**config.mk**
```make
export PLATFORM = sky130hd
export DESIGN_NAME = mlfq_process_scheduler_unit
export DESIGN_NICKNAME = d
export VERILOG_FILES = /design/src/rtl/mlfq_pkg.sv /design/src/rtl/mlfq_ram.sv /design/src/rtl/mlfq_ctrl.sv /design/src/rtl/mlfq_dp.sv /design/src/rtl/mlfq_process_scheduler_unit.sv
export SDC_FILE = /design/constraint.sdc
export NUM_CORES = 2
export LEC_CHECK = 0
export BUFFER_PORTS_ARGS = -buffer_cell sky130_fd_sc_hd__buf_2
export CAP_MARGIN = 20
export CORE_ASPECT_RATIO = 1.2
export CORE_UTILIZATION = 60
export CTS_BUF_LIST = sky130_fd_sc_hd__clkbuf_8
export DETAILED_ROUTE_END_ITERATION = 16
export PLACE_DENSITY = 0.74
export SLEW_MARGIN = 20
export SYNTH_ARGS = -nofsm -noshare
export SYNTH_HDL_FRONTEND = slang
export SYNTH_SLANG_ARGS = --single-unit
```
**constraint.sdc**
```tcl
create_clock -name aclk -period 8.75 [get_ports aclk]
set_input_delay 0.875 -clock aclk [delete_from_list [all_inputs] [get_ports aclk]]
set_output_delay 0.875 -clock aclk [all_outputs]
set_load 0.02 [all_outputs]
```
**src/rtl/mlfq_pkg.sv**
```systemverilog
// ----------------------------------------------------------------------------
// mlfq_pkg: shared types and constants of the feedback-queue scheduler
// Widths, opcodes, status codes, run-state codes, FSM state and the
// controller/datapath command and status bundles.
// ----------------------------------------------------------------------------
package mlfq_pkg;

    localparam int SLOTS_DEF  = 64;
    localparam int LEVELS_DEF = 5;

    localparam int OP_W     = 3;
    localparam int SLOT_W   = 6;
    localparam int VALUE_W  = 4;
    localparam int STATUS_W = 2;
    localparam int LVL_W    = 3;
    localparam int QNT_W    = 4;
    localparam int PRIO_W   = 4;
    localparam int RS_W     = 3;
    localparam int PERIOD_W = 10;
    localparam int ENTRY_W  = 7;

    localparam logic [PERIOD_W-1:0] BOOST_RESET = 10'd100;
    localparam logic [VALUE_W-1:0]  PRIO_MAX    = 4'd10;
    localparam logic [VALUE_W-1:0]  RS_LAST     = 4'd5;

    localparam logic [OP_W-1:0] OP_TICK      = 3'd0;
    localparam logic [OP_W-1:0] OP_SET_STATE = 3'd1;
    localparam logic [OP_W-1:0] OP_SET_PRIO  = 3'd2;
    localparam logic [OP_W-1:0] OP_PICK      = 3'd3;
    localparam logic [OP_W-1:0] OP_YIELD     = 3'd4;

    localparam logic [STATUS_W-1:0] STS_OK        = 2'd0;
    localparam logic [STATUS_W-1:0] STS_BAD_PRIO  = 2'd1;
    localparam logic [STATUS_W-1:0] STS_NONE      = 2'd2;
    localparam logic [STATUS_W-1:0] STS_BAD_STATE = 2'd3;

    localparam logic [RS_W-1:0] RS_UNUSED   = 3'd0;
    localparam logic [RS_W-1:0] RS_SLEEPING = 3'd2;
    localparam logic [RS_W-1:0] RS_RUNNABLE = 3'd3;

    typedef enum logic [2:0] {
        S_IDLE,
        S_READ,
        S_MODIFY,
        S_SCAN_START,
        S_SCAN,
        S_SETTLE,
        S_DONE
    } state_t;

    typedef struct packed {
        logic load;
        logic op_modify;
        logic scan_start;
        logic scan_step;
        logic settle;
        logic out_load;
    } cmd_t;

    typedef struct packed {
        logic in_pick;
        logic in_slot_op;
        logic scan_last;
        logic out_free;
    } stat_t;

    // quantum on entry to a level: 2*level+4, saturated to the field
    function automatic logic [QNT_W-1:0] quantum_of(input logic [LVL_W-1:0] lvl);
        logic [LVL_W+1:0] q;
        q = {1'b0, lvl, 1'b0} + (LVL_W+2)'(4);
        quantum_of = (q > (LVL_W+2)'(15)) ? QNT_W'(15) : QNT_W'(q);
    endfunction

endpackage

```
**src/rtl/mlfq_ram.sv**
```systemverilog
// ----------------------------------------------------------------------------
// mlfq_ram: generic simple dual-port RAM
// One write port, one read port, read data registered.
// ----------------------------------------------------------------------------
module mlfq_ram #(
    parameter int WIDTH = 8,
    parameter int DEPTH = 64
) (
    input  logic                     aclk,
    input  logic                     we,
    input  logic [$clog2(DEPTH)-1:0] waddr,
    input  logic [WIDTH-1:0]         wdata,
    input  logic [$clog2(DEPTH)-1:0] raddr,
    output logic [WIDTH-1:0]         rdata
);

    logic [WIDTH-1:0] mem [DEPTH];
    logic [WIDTH-1:0] rdata_reg;

    always_ff @(posedge aclk) begin
        if (we) begin
            mem[waddr] <= wdata;
        end
        rdata_reg <= mem[raddr];
    end

    assign rdata = rdata_reg;

endmodule

```
**src/rtl/mlfq_ctrl.sv**
```systemverilog
// ----------------------------------------------------------------------------
// mlfq_ctrl: sequencer of the scheduler
// Walks one beat through read-modify-write, the pick scan or, for tick and
// unknown ops, neither, then hands the result to the output register.
// ----------------------------------------------------------------------------
module mlfq_ctrl (
    input  logic             aclk,
    input  logic             aresetn,
    input  logic             s_tvalid,
    output logic             s_tready,
    input  mlfq_pkg::stat_t  stat,
    output mlfq_pkg::cmd_t   cmd
);

    mlfq_pkg::state_t state_reg, state_next;

    always_ff @(posedge aclk) begin
        if (!aresetn) begin
            state_reg <= mlfq_pkg::S_IDLE;
        end else begin
            state_reg <= state_next;
        end
    end

    always_comb begin
        state_next = state_reg;
        cmd        = '0;
        s_tready   = 1'b0;
        case (state_reg)
            mlfq_pkg::S_IDLE: begin
                s_tready = 1'b1;
                if (s_tvalid) begin
                    cmd.load = 1'b1;
                    if (stat.in_pick) begin
                        state_next = mlfq_pkg::S_SCAN_START;
                    end else if (stat.in_slot_op) begin
                        state_next = mlfq_pkg::S_READ;
                    end else begin
                        state_next = mlfq_pkg::S_DONE;
                    end
                end
            end
            mlfq_pkg::S_READ: begin
                state_next = mlfq_pkg::S_MODIFY;
            end
            mlfq_pkg::S_MODIFY: begin
                cmd.op_modify = 1'b1;
                state_next    = mlfq_pkg::S_DONE;
            end
            mlfq_pkg::S_SCAN_START: begin
                cmd.scan_start = 1'b1;
                state_next     = mlfq_pkg::S_SCAN;
            end
            mlfq_pkg::S_SCAN: begin
                cmd.scan_step = 1'b1;
                if (stat.scan_last) begin
                    state_next = mlfq_pkg::S_SETTLE;
                end
            end
            mlfq_pkg::S_SETTLE: begin
                cmd.settle = 1'b1;
                state_next = mlfq_pkg::S_DONE;
            end
            mlfq_pkg::S_DONE: begin
                if (stat.out_free) begin
                    cmd.out_load = 1'b1;
                    state_next   = mlfq_pkg::S_IDLE;
                end
            end
            default: begin
                state_next = mlfq_pkg::S_IDLE;
            end
        endcase
    end

endmodule

```
**src/rtl/mlfq_dp.sv**
```systemverilog
// ----------------------------------------------------------------------------
// mlfq_dp: scheduler datapath
// Task and level tables, per-slot valid bits, tick/boost counter, per-level
// best-candidate trackers, cursor and output register.
// ----------------------------------------------------------------------------
module mlfq_dp #(
    parameter int SLOTS  = mlfq_pkg::SLOTS_DEF,
    parameter int LEVELS = mlfq_pkg::LEVELS_DEF
) (
    input  logic                            aclk,
    input  logic                            aresetn,
    input  mlfq_pkg::cmd_t                  cmd,
    output mlfq_pkg::stat_t                 stat,
    input  logic [mlfq_pkg::OP_W-1:0]       in_op,
    input  logic [mlfq_pkg::SLOT_W-1:0]     in_slot,
    input  logic [mlfq_pkg::VALUE_W-1:0]    in_value,
    input  logic                            cfg_we,
    input  logic [mlfq_pkg::PERIOD_W-1:0]   cfg_wdata,
    input  logic                            m_tready,
    output logic                            m_tvalid,
    output logic [mlfq_pkg::STATUS_W-1:0]   out_status,
    output logic [mlfq_pkg::SLOT_W-1:0]     out_chosen,
    output logic [mlfq_pkg::LVL_W-1:0]      out_level
);

    localparam int AW = $clog2(SLOTS);
    localparam int LW = mlfq_pkg::LVL_W;
    localparam int QW = mlfq_pkg::QNT_W;
    localparam int PW = mlfq_pkg::PRIO_W;
    localparam int EW = mlfq_pkg::ENTRY_W;
    localparam logic [QW-1:0] Q0 = mlfq_pkg::quantum_of(LW'(0));

    // captured beat
    logic [mlfq_pkg::OP_W-1:0]    op_reg;
    logic [mlfq_pkg::SLOT_W-1:0]  slot_reg;
    logic [mlfq_pkg::VALUE_W-1:0] value_reg;
    logic [AW-1:0]                slot_idx;

    // config, tick, boost, cursor
    logic [mlfq_pkg::PERIOD_W-1:0] period_reg;
    logic [mlfq_pkg::PERIOD_W-1:0] tick_reg;
    logic [mlfq_pkg::PERIOD_W-1:0] tick_inc;
    logic                          pending_reg;
    logic [AW-1:0]                 cursor_reg;

    // tables
    logic [SLOTS-1:0] tvalid_reg;
    logic [SLOTS-1:0] lvalid_reg;
    logic             tv_q, lv_q;
    logic             t_we, l_we;
    logic [AW-1:0]    t_waddr, l_waddr, raddr;
    logic [EW-1:0]    t_wdata, l_wdata, t_rdata, l_rdata;
    logic             clear_all;

    // scan
    logic [AW-1:0] rd_addr_reg;
    logic [AW-1:0] rd_addr_inc;
    logic [AW-1:0] count_reg;

    // trackers, one per level
    logic          found_reg [LEVELS];
    logic [AW-1:0] best_slot_reg [LEVELS];
    logic [PW-1:0] best_prio_reg [LEVELS];
    logic [QW-1:0] best_qnt_reg [LEVELS];

    // result
    logic [mlfq_pkg::STATUS_W-1:0] res_status_reg;
    logic [mlfq_pkg::SLOT_W-1:0]   res_chosen_reg;
    logic [LW-1:0]                 res_level_reg;
    logic                          m_tvalid_reg;
    logic [mlfq_pkg::STATUS_W-1:0] m_status_reg;
    logic [mlfq_pkg::SLOT_W-1:0]   m_chosen_reg;
    logic [LW-1:0]                 m_level_reg;

    // current entry as read
    logic [mlfq_pkg::RS_W-1:0] rs_cur;
    logic [PW-1:0]             prio_cur;
    logic [LW-1:0]             lvl_cur, lvl_new;
    logic [QW-1:0]             q_cur, q_new;
    logic                      cand;

    // settle
    logic          any_found;
    logic [LW-1:0] sel_lvl;
    logic [AW-1:0] win_slot;
    logic [QW-1:0] win_qnt;

    assign slot_idx   = AW'(slot_reg);
    assign tick_inc   = tick_reg + mlfq_pkg::PERIOD_W'(1);
    assign rd_addr_inc = (32'(rd_addr_reg) == SLOTS - 1) ? '0 : rd_addr_reg + AW'(1);

    assign rs_cur   = tv_q ? t_rdata[EW-1:PW] : mlfq_pkg::RS_UNUSED;
    assign prio_cur = tv_q ? t_rdata[PW-1:0] : '0;
    assign lvl_cur  = lv_q ? l_rdata[EW-1:QW] : '0;
    assign q_cur    = lv_q ? l_rdata[QW-1:0] : Q0;

    always_comb begin
        lvl_new = lvl_cur;
        q_new   = q_cur;
        if ((32'(lvl_cur) + 1 < LEVELS) && (q_cur == '0)) begin
            lvl_new = lvl_cur + LW'(1);
            q_new   = mlfq_pkg::quantum_of(lvl_cur + LW'(1));
        end
        if (rs_cur == mlfq_pkg::RS_SLEEPING) begin
            lvl_new = '0;
            q_new   = Q0;
        end
    end

    assign cand = (rs_cur == mlfq_pkg::RS_RUNNABLE) && (q_new != '0);

    always_comb begin
        any_found = 1'b0;
        sel_lvl   = '0;
        for (int l = LEVELS - 1; l >= 0; l--) begin
            if (found_reg[l]) begin
                any_found = 1'b1;
                sel_lvl   = LW'(l);
            end
        end
    end

    assign win_slot = best_slot_reg[sel_lvl];
    assign win_qnt  = best_qnt_reg[sel_lvl];

    assign stat.in_pick    = (in_op == mlfq_pkg::OP_PICK);
    assign stat.in_slot_op = ((in_op == mlfq_pkg::OP_SET_STATE) ||
                              (in_op == mlfq_pkg::OP_SET_PRIO) ||
                              (in_op == mlfq_pkg::OP_YIELD)) && (32'(in_slot) < SLOTS);
    assign stat.scan_last  = (32'(count_reg) == SLOTS - 1);
    assign stat.out_free   = !m_tvalid_reg || m_tready;

    assign clear_all = (cmd.scan_start && pending_reg) || (cmd.settle && !any_found);

    // table read address and write ports
    always_comb begin
        raddr   = slot_idx;
        t_we    = 1'b0;
        t_waddr = slot_idx;
        t_wdata = {rs_cur, prio_cur};
        l_we    = 1'b0;
        l_waddr = slot_idx;
        l_wdata = {lvl_cur, q_cur};
        if (cmd.scan_start) begin
            raddr = cursor_reg;
        end else if (cmd.scan_step) begin
            raddr   = rd_addr_inc;
            l_we    = 1'b1;
            l_waddr = rd_addr_reg;
            l_wdata = {lvl_new, q_new};
        end else if (cmd.settle) begin
            l_we    = any_found;
            l_waddr = win_slot;
            l_wdata = {sel_lvl, win_qnt - QW'(1)};
        end else if (cmd.op_modify) begin
            case (op_reg)
                mlfq_pkg::OP_SET_STATE: begin
                    t_we    = (value_reg <= mlfq_pkg::RS_LAST);
                    t_wdata = {value_reg[mlfq_pkg::RS_W-1:0], prio_cur};
                end
                mlfq_pkg::OP_SET_PRIO: begin
                    t_we    = (value_reg <= mlfq_pkg::PRIO_MAX);
                    t_wdata = {rs_cur, value_reg};
                end
                mlfq_pkg::OP_YIELD: begin
                    t_we    = 1'b1;
                    t_wdata = {mlfq_pkg::RS_RUNNABLE, prio_cur};
                    l_we    = 1'b1;
                    l_wdata = {LW'(0), Q0};
                end
                default: begin
                    t_we = 1'b0;
                end
            endcase
        end
    end

    mlfq_ram #(.WIDTH(EW), .DEPTH(SLOTS)) u_task_ram (
        .aclk  (aclk),
        .we    (t_we),
        .waddr (t_waddr),
        .wdata (t_wdata),
        .raddr (raddr),
        .rdata (t_rdata)
    );

    mlfq_ram #(.WIDTH(EW), .DEPTH(SLOTS)) u_level_ram (
        .aclk  (aclk),
        .we    (l_we),
        .waddr (l_waddr),
        .wdata (l_wdata),
        .raddr (raddr),
        .rdata (l_rdata)
    );

    // control state
    always_ff @(posedge aclk) begin
        if (!aresetn) begin
            period_reg   <= mlfq_pkg::BOOST_RESET;
            tick_reg     <= '0;
            pending_reg  <= 1'b0;
            cursor_reg   <= '0;
            tvalid_reg   <= '0;
            lvalid_reg   <= '0;
            m_tvalid_reg <= 1'b0;
            for (int l = 0; l < LEVELS; l++) begin
                found_reg[l] <= 1'b0;
            end
        end else begin
            if (cfg_we) begin
                period_reg <= cfg_wdata;
            end
            if (cmd.load && in_op == mlfq_pkg::OP_TICK) begin
                if (tick_inc == period_reg) begin
                    tick_reg    <= '0;
                    pending_reg <= 1'b1;
                end else begin
                    tick_reg <= tick_inc;
                end
            end else if (cmd.scan_start) begin
                pending_reg <= 1'b0;
            end
            if (t_we) begin
                tvalid_reg[t_waddr] <= 1'b1;
            end
            if (clear_all) begin
                lvalid_reg <= '0;
            end else if (l_we) begin
                lvalid_reg[l_waddr] <= 1'b1;
            end
            if (cmd.settle && any_found) begin
                cursor_reg <= (32'(win_slot) == SLOTS - 1) ? '0 : win_slot + AW'(1);
            end
            for (int l = 0; l < LEVELS; l++) begin
                if (cmd.scan_start) begin
                    found_reg[l] <= 1'b0;
                end else if (cmd.scan_step && cand && lvl_new == LW'(l) &&
                             (!found_reg[l] || prio_cur > best_prio_reg[l])) begin
                    found_reg[l] <= 1'b1;
                end
            end
            if (cmd.out_load) begin
                m_tvalid_reg <= 1'b1;
            end else if (m_tready) begin
                m_tvalid_reg <= 1'b0;
            end
        end
    end

    // payload registers
    always_ff @(posedge aclk) begin
        tv_q <= tvalid_reg[raddr];
        lv_q <= lvalid_reg[raddr] & ~clear_all;
        if (cmd.load) begin
            op_reg         <= in_op;
            slot_reg       <= in_slot;
            value_reg      <= in_value;
            res_status_reg <= mlfq_pkg::STS_OK;
            res_chosen_reg <= '0;
            res_level_reg  <= '0;
        end
        if (cmd.scan_start) begin
            rd_addr_reg <= cursor_reg;
            count_reg   <= '0;
        end else if (cmd.scan_step) begin
            rd_addr_reg <= rd_addr_inc;
            count_reg   <= count_reg + AW'(1);
        end
        for (int l = 0; l < LEVELS; l++) begin
            if (cmd.scan_step && cand && lvl_new == LW'(l) &&
                (!found_reg[l] || prio_cur > best_prio_reg[l])) begin
                best_slot_reg[l] <= rd_addr_reg;
                best_prio_reg[l] <= prio_cur;
                best_qnt_reg[l]  <= q_new;
            end
        end
        if (cmd.settle) begin
            if (any_found) begin
                res_chosen_reg <= mlfq_pkg::SLOT_W'(win_slot);
                res_level_reg  <= sel_lvl;
            end else begin
                res_status_reg <= mlfq_pkg::STS_NONE;
            end
        end
        if (cmd.op_modify) begin
            case (op_reg)
                mlfq_pkg::OP_SET_STATE: begin
                    if (value_reg > mlfq_pkg::RS_LAST) begin
                        res_status_reg <= mlfq_pkg::STS_BAD_STATE;
                    end else begin
                        res_level_reg <= lvl_cur;
                    end
                end
                mlfq_pkg::OP_SET_PRIO: begin
                    if (value_reg > mlfq_pkg::PRIO_MAX) begin
                        res_status_reg <= mlfq_pkg::STS_BAD_PRIO;
                    end else begin
                        res_level_reg <= lvl_cur;
                    end
                end
                default: begin
                    res_level_reg <= '0;
                end
            endcase
        end
        if (cmd.out_load) begin
            m_status_reg <= res_status_reg;
            m_chosen_reg <= res_chosen_reg;
            m_level_reg  <= res_level_reg;
        end
    end

    assign m_tvalid   = m_tvalid_reg;
    assign out_status = m_status_reg;
    assign out_chosen = m_chosen_reg;
    assign out_level  = m_level_reg;

    // scan write-back never lands on the slot being fetched
    a_scan_no_collide: assert property (@(posedge aclk) disable iff (!aresetn)
        cmd.scan_step |-> (l_waddr != raddr))
        else $error("scan write-back collides with read address");

    // a pending boost is consumed when a pick starts its scan
    a_boost_consumed: assert property (@(posedge aclk) disable iff (!aresetn)
        cmd.scan_start |=> !pending_reg)
        else $error("boost still pending after scan start");

    // a winner always sits on a real level
    a_winner_level: assert property (@(posedge aclk) disable iff (!aresetn)
        (cmd.settle && any_found) |=> (32'(res_level_reg) < LEVELS))
        else $error("winner level out of range");

    // an empty pick leaves every level entry reading as boosted
    a_empty_boost: assert property (@(posedge aclk) disable iff (!aresetn)
        (cmd.settle && !any_found) |=> (lvalid_reg == '0))
        else $error("level table not boosted after empty pick");

endmodule

```
**src/rtl/mlfq_process_scheduler_unit.sv**
```systemverilog
// ----------------------------------------------------------------------------
// mlfq_process_scheduler_unit: multilevel feedback queue task scheduler
// Task table of SLOTS entries over LEVELS feedback levels with tick-driven
// global boosts, quantum demotion and cursor-rotated priority picks.
//
//   channel   dir   bits  contents (low bit first)
//   s_*       in    16    op[2:0] slot[8:3] value[12:9]
//   m_*       out   16    status[1:0] chosen_slot[7:2] slot_level[10:8]
//   cfg_*     in    10    boost_period
//
// Path: tick and unknown ops go straight to the output register, slot ops
//   (set state, set priority, yield) through read and modify, a pick through
//   scan start, a scan pass of one table read per cycle, and settle.
// Reset: aresetn low clears all control state; tables read as their reset
//   values through per-slot valid bits, so no clearing pass is needed.
// Stalls: one beat in flight; s_tready is high only while idle, and a
//   finished result waits in the output register for m_tready.
// ----------------------------------------------------------------------------
module mlfq_process_scheduler_unit #(
    parameter int SLOTS  = mlfq_pkg::SLOTS_DEF,
    parameter int LEVELS = mlfq_pkg::LEVELS_DEF
) (
    input  logic        aclk,
    input  logic        aresetn,
    input  logic        s_tvalid,
    output logic        s_tready,
    input  logic [15:0] s_tdata,    // op[2:0], slot[8:3], value[12:9], zero pad
    output logic        m_tvalid,
    input  logic        m_tready,
    output logic [15:0] m_tdata,    // status[1:0], chosen_slot[7:2], slot_level[10:8]
    input  logic        cfg_we,
    input  logic [mlfq_pkg::PERIOD_W-1:0] cfg_wdata
);

    mlfq_pkg::cmd_t  cmd;
    mlfq_pkg::stat_t stat;

    logic [mlfq_pkg::STATUS_W-1:0] out_status;
    logic [mlfq_pkg::SLOT_W-1:0]   out_chosen;
    logic [mlfq_pkg::LVL_W-1:0]    out_level;

    mlfq_ctrl u_ctrl (
        .aclk     (aclk),
        .aresetn  (aresetn),
        .s_tvalid (s_tvalid),
        .s_tready (s_tready),
        .stat     (stat),
        .cmd      (cmd)
    );

    mlfq_dp #(.SLOTS(SLOTS), .LEVELS(LEVELS)) u_dp (
        .aclk       (aclk),
        .aresetn    (aresetn),
        .cmd        (cmd),
        .stat       (stat),
        .in_op      (s_tdata[2:0]),
        .in_slot    (s_tdata[8:3]),
        .in_value   (s_tdata[12:9]),
        .cfg_we     (cfg_we),
        .cfg_wdata  (cfg_wdata),
        .m_tready   (m_tready),
        .m_tvalid   (m_tvalid),
        .out_status (out_status),
        .out_chosen (out_chosen),
        .out_level  (out_level)
    );

    assign m_tdata = {5'd0, out_level, out_chosen, out_status};

endmodule

```
==> impl_metrics.json <==
{
  "grt_first_pass_wirelength_um": 159000,
  "ir_drop_uv": 222,
  "clock_skew_ns": 0.0314,
  "clockBufferDepth": 3,
  "rows": 112,
  "ioPinCount": 49,
  "period_share_pct": 59.7,
  "worst_slack_ns": 3.53,
  "rsz0062_at_grt": "no",
  "place.port_buffers": 40,
  "slew_headroom_pct": 23.2,
  "cts_setup_buffers": 0,
  "fin_nets": 2997,
  "grt_overflow_total": 0,
  "fin_util_pct": 66.9,
  "dieHeight_um": 311,
  "crit_type": "reg -> reg",
  "globalplace.congestion": 0.864,
  "timing.final.hold_violations": 0,
  "maxCapViolCount": 0,
  "synth_edf_count": 1000,
  "synth.area.top_cells": "edfxtp_1 (63%), mux4_2 (12%), dfxtp_1 (8.1%), nand2_1 (2.3%), nor2_1 (1.4%)",
  "coreArea_um2": 78200,
  "power.leakage_nw": 17.5,
  "synth.avg_cell_area_um2": 16.8,
  "clk_latency_ns": 0.84,
  "ys_types": 77,
  "synth_cells": 2837,
  "cts_tree": "built",
  "synth_ff_type": "edfxtp_1",
  "power_density_nw_per_um2": 260,
  "synth_most_common_cell": "edfxtp_1",
  "cp.arrival_ns": 5.94,
  "end_kind": "flop",
  "seq_area_frac_synth_pct": 71.2,
  "grt_max_degree": 108,
  "setup_tns_ns": 0,
  "fillCellCount": 5090,
  "reg_top3": "u_dp.u_level_ram.mem (448), u_dp.u_task_ram.mem (448)",
  "dpl_cell_area_um2": 48900,
  "antenna_left": 0,
  "power_mw": 13.6,
  "hold_slack_ns": 0.220,
  "ys_ff_latch": 1193,
  "clkTransAtPathRegs_ns": 0.06,
  "setup_viol": 0,
  "root_buffer": "clkbuf_8",
  "drc": 0,
  "wirelength_um": 105000,
  "clkSinkCount": 1193,
  "die_x_um": 259,
  "yosysWarnings": 0,
  "fin_area_um2": 52300,
  "status": "finished, final reports clean",
  "drtIter0Drc": 3028,
  "numCtsBuffers": 173,
  "vias_per_cell": 6.39,
  "ys_top_cells_by_count": "edfxtp_1 (1000), nand2_1 (294), mux4_2 (256)",
  "worstPathRequired_ns": 9.47,
  "dr.pass1.iters": 8,
  "antenna_found_initial": 1,
  "area_delta_synth_final_pct": 9.85,
  "routed-via-count": 26300,
  "start_util_pct": 60.9,
  "dpl_worst_slack_ns": 3.73,
  "cts_hold_buf": 0,
  "dp_hpwl_um": 64200,
  "async_flop_share_pct": 0,
  "finalMaxSlewViolations": 0,
  "crit_fanout": 77,
  "htreeDepth": 4,
  "worst_slew_pin_slew_ns": 1.15,
  "synth_top_area_share_pct": 63.1,
  "period_needed_ns": 5.22,
  "routedWlPerCell_um": 25.5,
  "placed_cells": 3792,
  "yosys.area.top_type": "edfxtp_1",
  "netlist_area_um2": 47600,
  "hold_class": "in -> reg",
  "postCtsResizedCells": 0,
  "instances_no_fill": 4114,
  "grt_usage_pct": 26.7,
  "drive_above_1_share_pct": 20.0,
  "grt_pass1_vias": 26800,
  "start_kind": "flop",
  "die_area_um2": 80500,
  "fmax_mhz": 192
}
## layer usage
metal	global-route usage [%]	wire length, µm	up-vias	share of wire [%]
met4	10.3	3290	0	3.1
li1	-	-	11400	-
met1	36.3	40900	13400	39
met5	0	0	-	0
met3	5.25	8620	217	8.2
met2	42.8	52300	1303	50
## area by class of cell
| type | instances | area, µm² | area share (%) |
|---|---|---|---|
| antenna | 1 | 2.50 | 0.00479 |
| clock buffer | 200 | 2750 | 5.26 |
| clock inverter | 121 | 641 | 1.23 |
| inverter | 37 | 139 | 0.266 |
| multi-input combinational | 1455 | 13000 | 25.0 |
| sequential | 1193 | 33900 | 64.8 |
| tap | 1026 | 1280 | 2.46 |
| timing repair buffer | 81 | 527 | 1.01 |
## power by group
group	leakage, nW	internal (mW)	switching [mW]
Clock	1.96	2.21	2.06
Sequential	10.7	6.74	0.104
Combinational	4.83	0.809	1.65
Total	17.5	9.77	3.81
## cells in the final DEF (no fill, tap or decap), types with 7 or more instances in the layout
| cell type | count |
|---|---|
| edfxtp_1 | 1000 |
| nand2_1 | 294 |
| mux4_2 | 256 |
| clkbuf_8 | 200 |
| dfxtp_1 | 193 |
| nor2_1 | 180 |
| inv_1 | 95 |
| o21a_1 | 91 |
| o21ai_0 | 77 |
| nand3_1 | 74 |
| mux2i_1 | 65 |
| buf_4 | 40 |
| buf_2 | 39 |
| nor2b_1 | 36 |
| a21oi_1 | 31 |
| clkinv_1 | 28 |
| ha_1 | 25 |
| a22o_1 | 20 |
| nor3_1 | 19 |
| a32oi_1 | 19 |
| clkinv_2 | 19 |
| xor2_1 | 18 |
| xnor2_1 | 17 |
| nand4_1 | 17 |
| a211oi_1 | 17 |
| a32o_1 | 14 |
| and3_1 | 12 |
| nand3b_1 | 11 |
| or3_1 | 9 |
| nand2b_1 | 9 |
| and2_1 | 9 |
| a21boi_0 | 8 |
| a31oi_1 | 7 |
| inv_6 | 7 |
## final timing paths
kind | from | to | slack (ns) | depth (start not counted)
worst min register to register | u_dp.res_chosen_reg[3] | u_dp.out_chosen[3] | 0.43 | 0
worst max-delay path | u_ctrl.state_reg[0] | u_dp.u_level_ram.rdata[0] | 3.53 | 9
worst max register to register | u_ctrl.state_reg[0] | u_dp.u_level_ram.rdata[0] | 3.53 | 9
worst min-delay path | s_tdata[7] | u_dp.slot_idx[4] | 0.22 | 1
## cell families (layout without fill, tap and decap cells)
group | count (synthesis) | count (layout) | synth area share [%]
adders and majority gates | 25 | 25 | 0.657
buffers and inverters | 193 | 439 | 1.88
muxes | 324 | 324 | 13.6
xor gates and xnor gates | 35 | 35 | 0.644
DFF | 1193 | 1193 | 71.2
and+or+nand+nor | 706 | 706 | 6.64
other | 1 | 6 | 0.00788
AOI/OAI and AO/OA | 360 | 360 | 5.42
## worst max-delay path, stage by stage (launching register included)
cell,delay (ns)
dfxtp_1,0.78
nand3b_1,0.68
o21ai_0,0.63
o211a_4,0.67
buf_4,0.97
mux4_2,0.40
mux2i_1,0.14
a32oi_1,0.30
nand4_1,0.20
a211oi_1,0.26
Note: power is estimated with default switching activity, not from simulation.
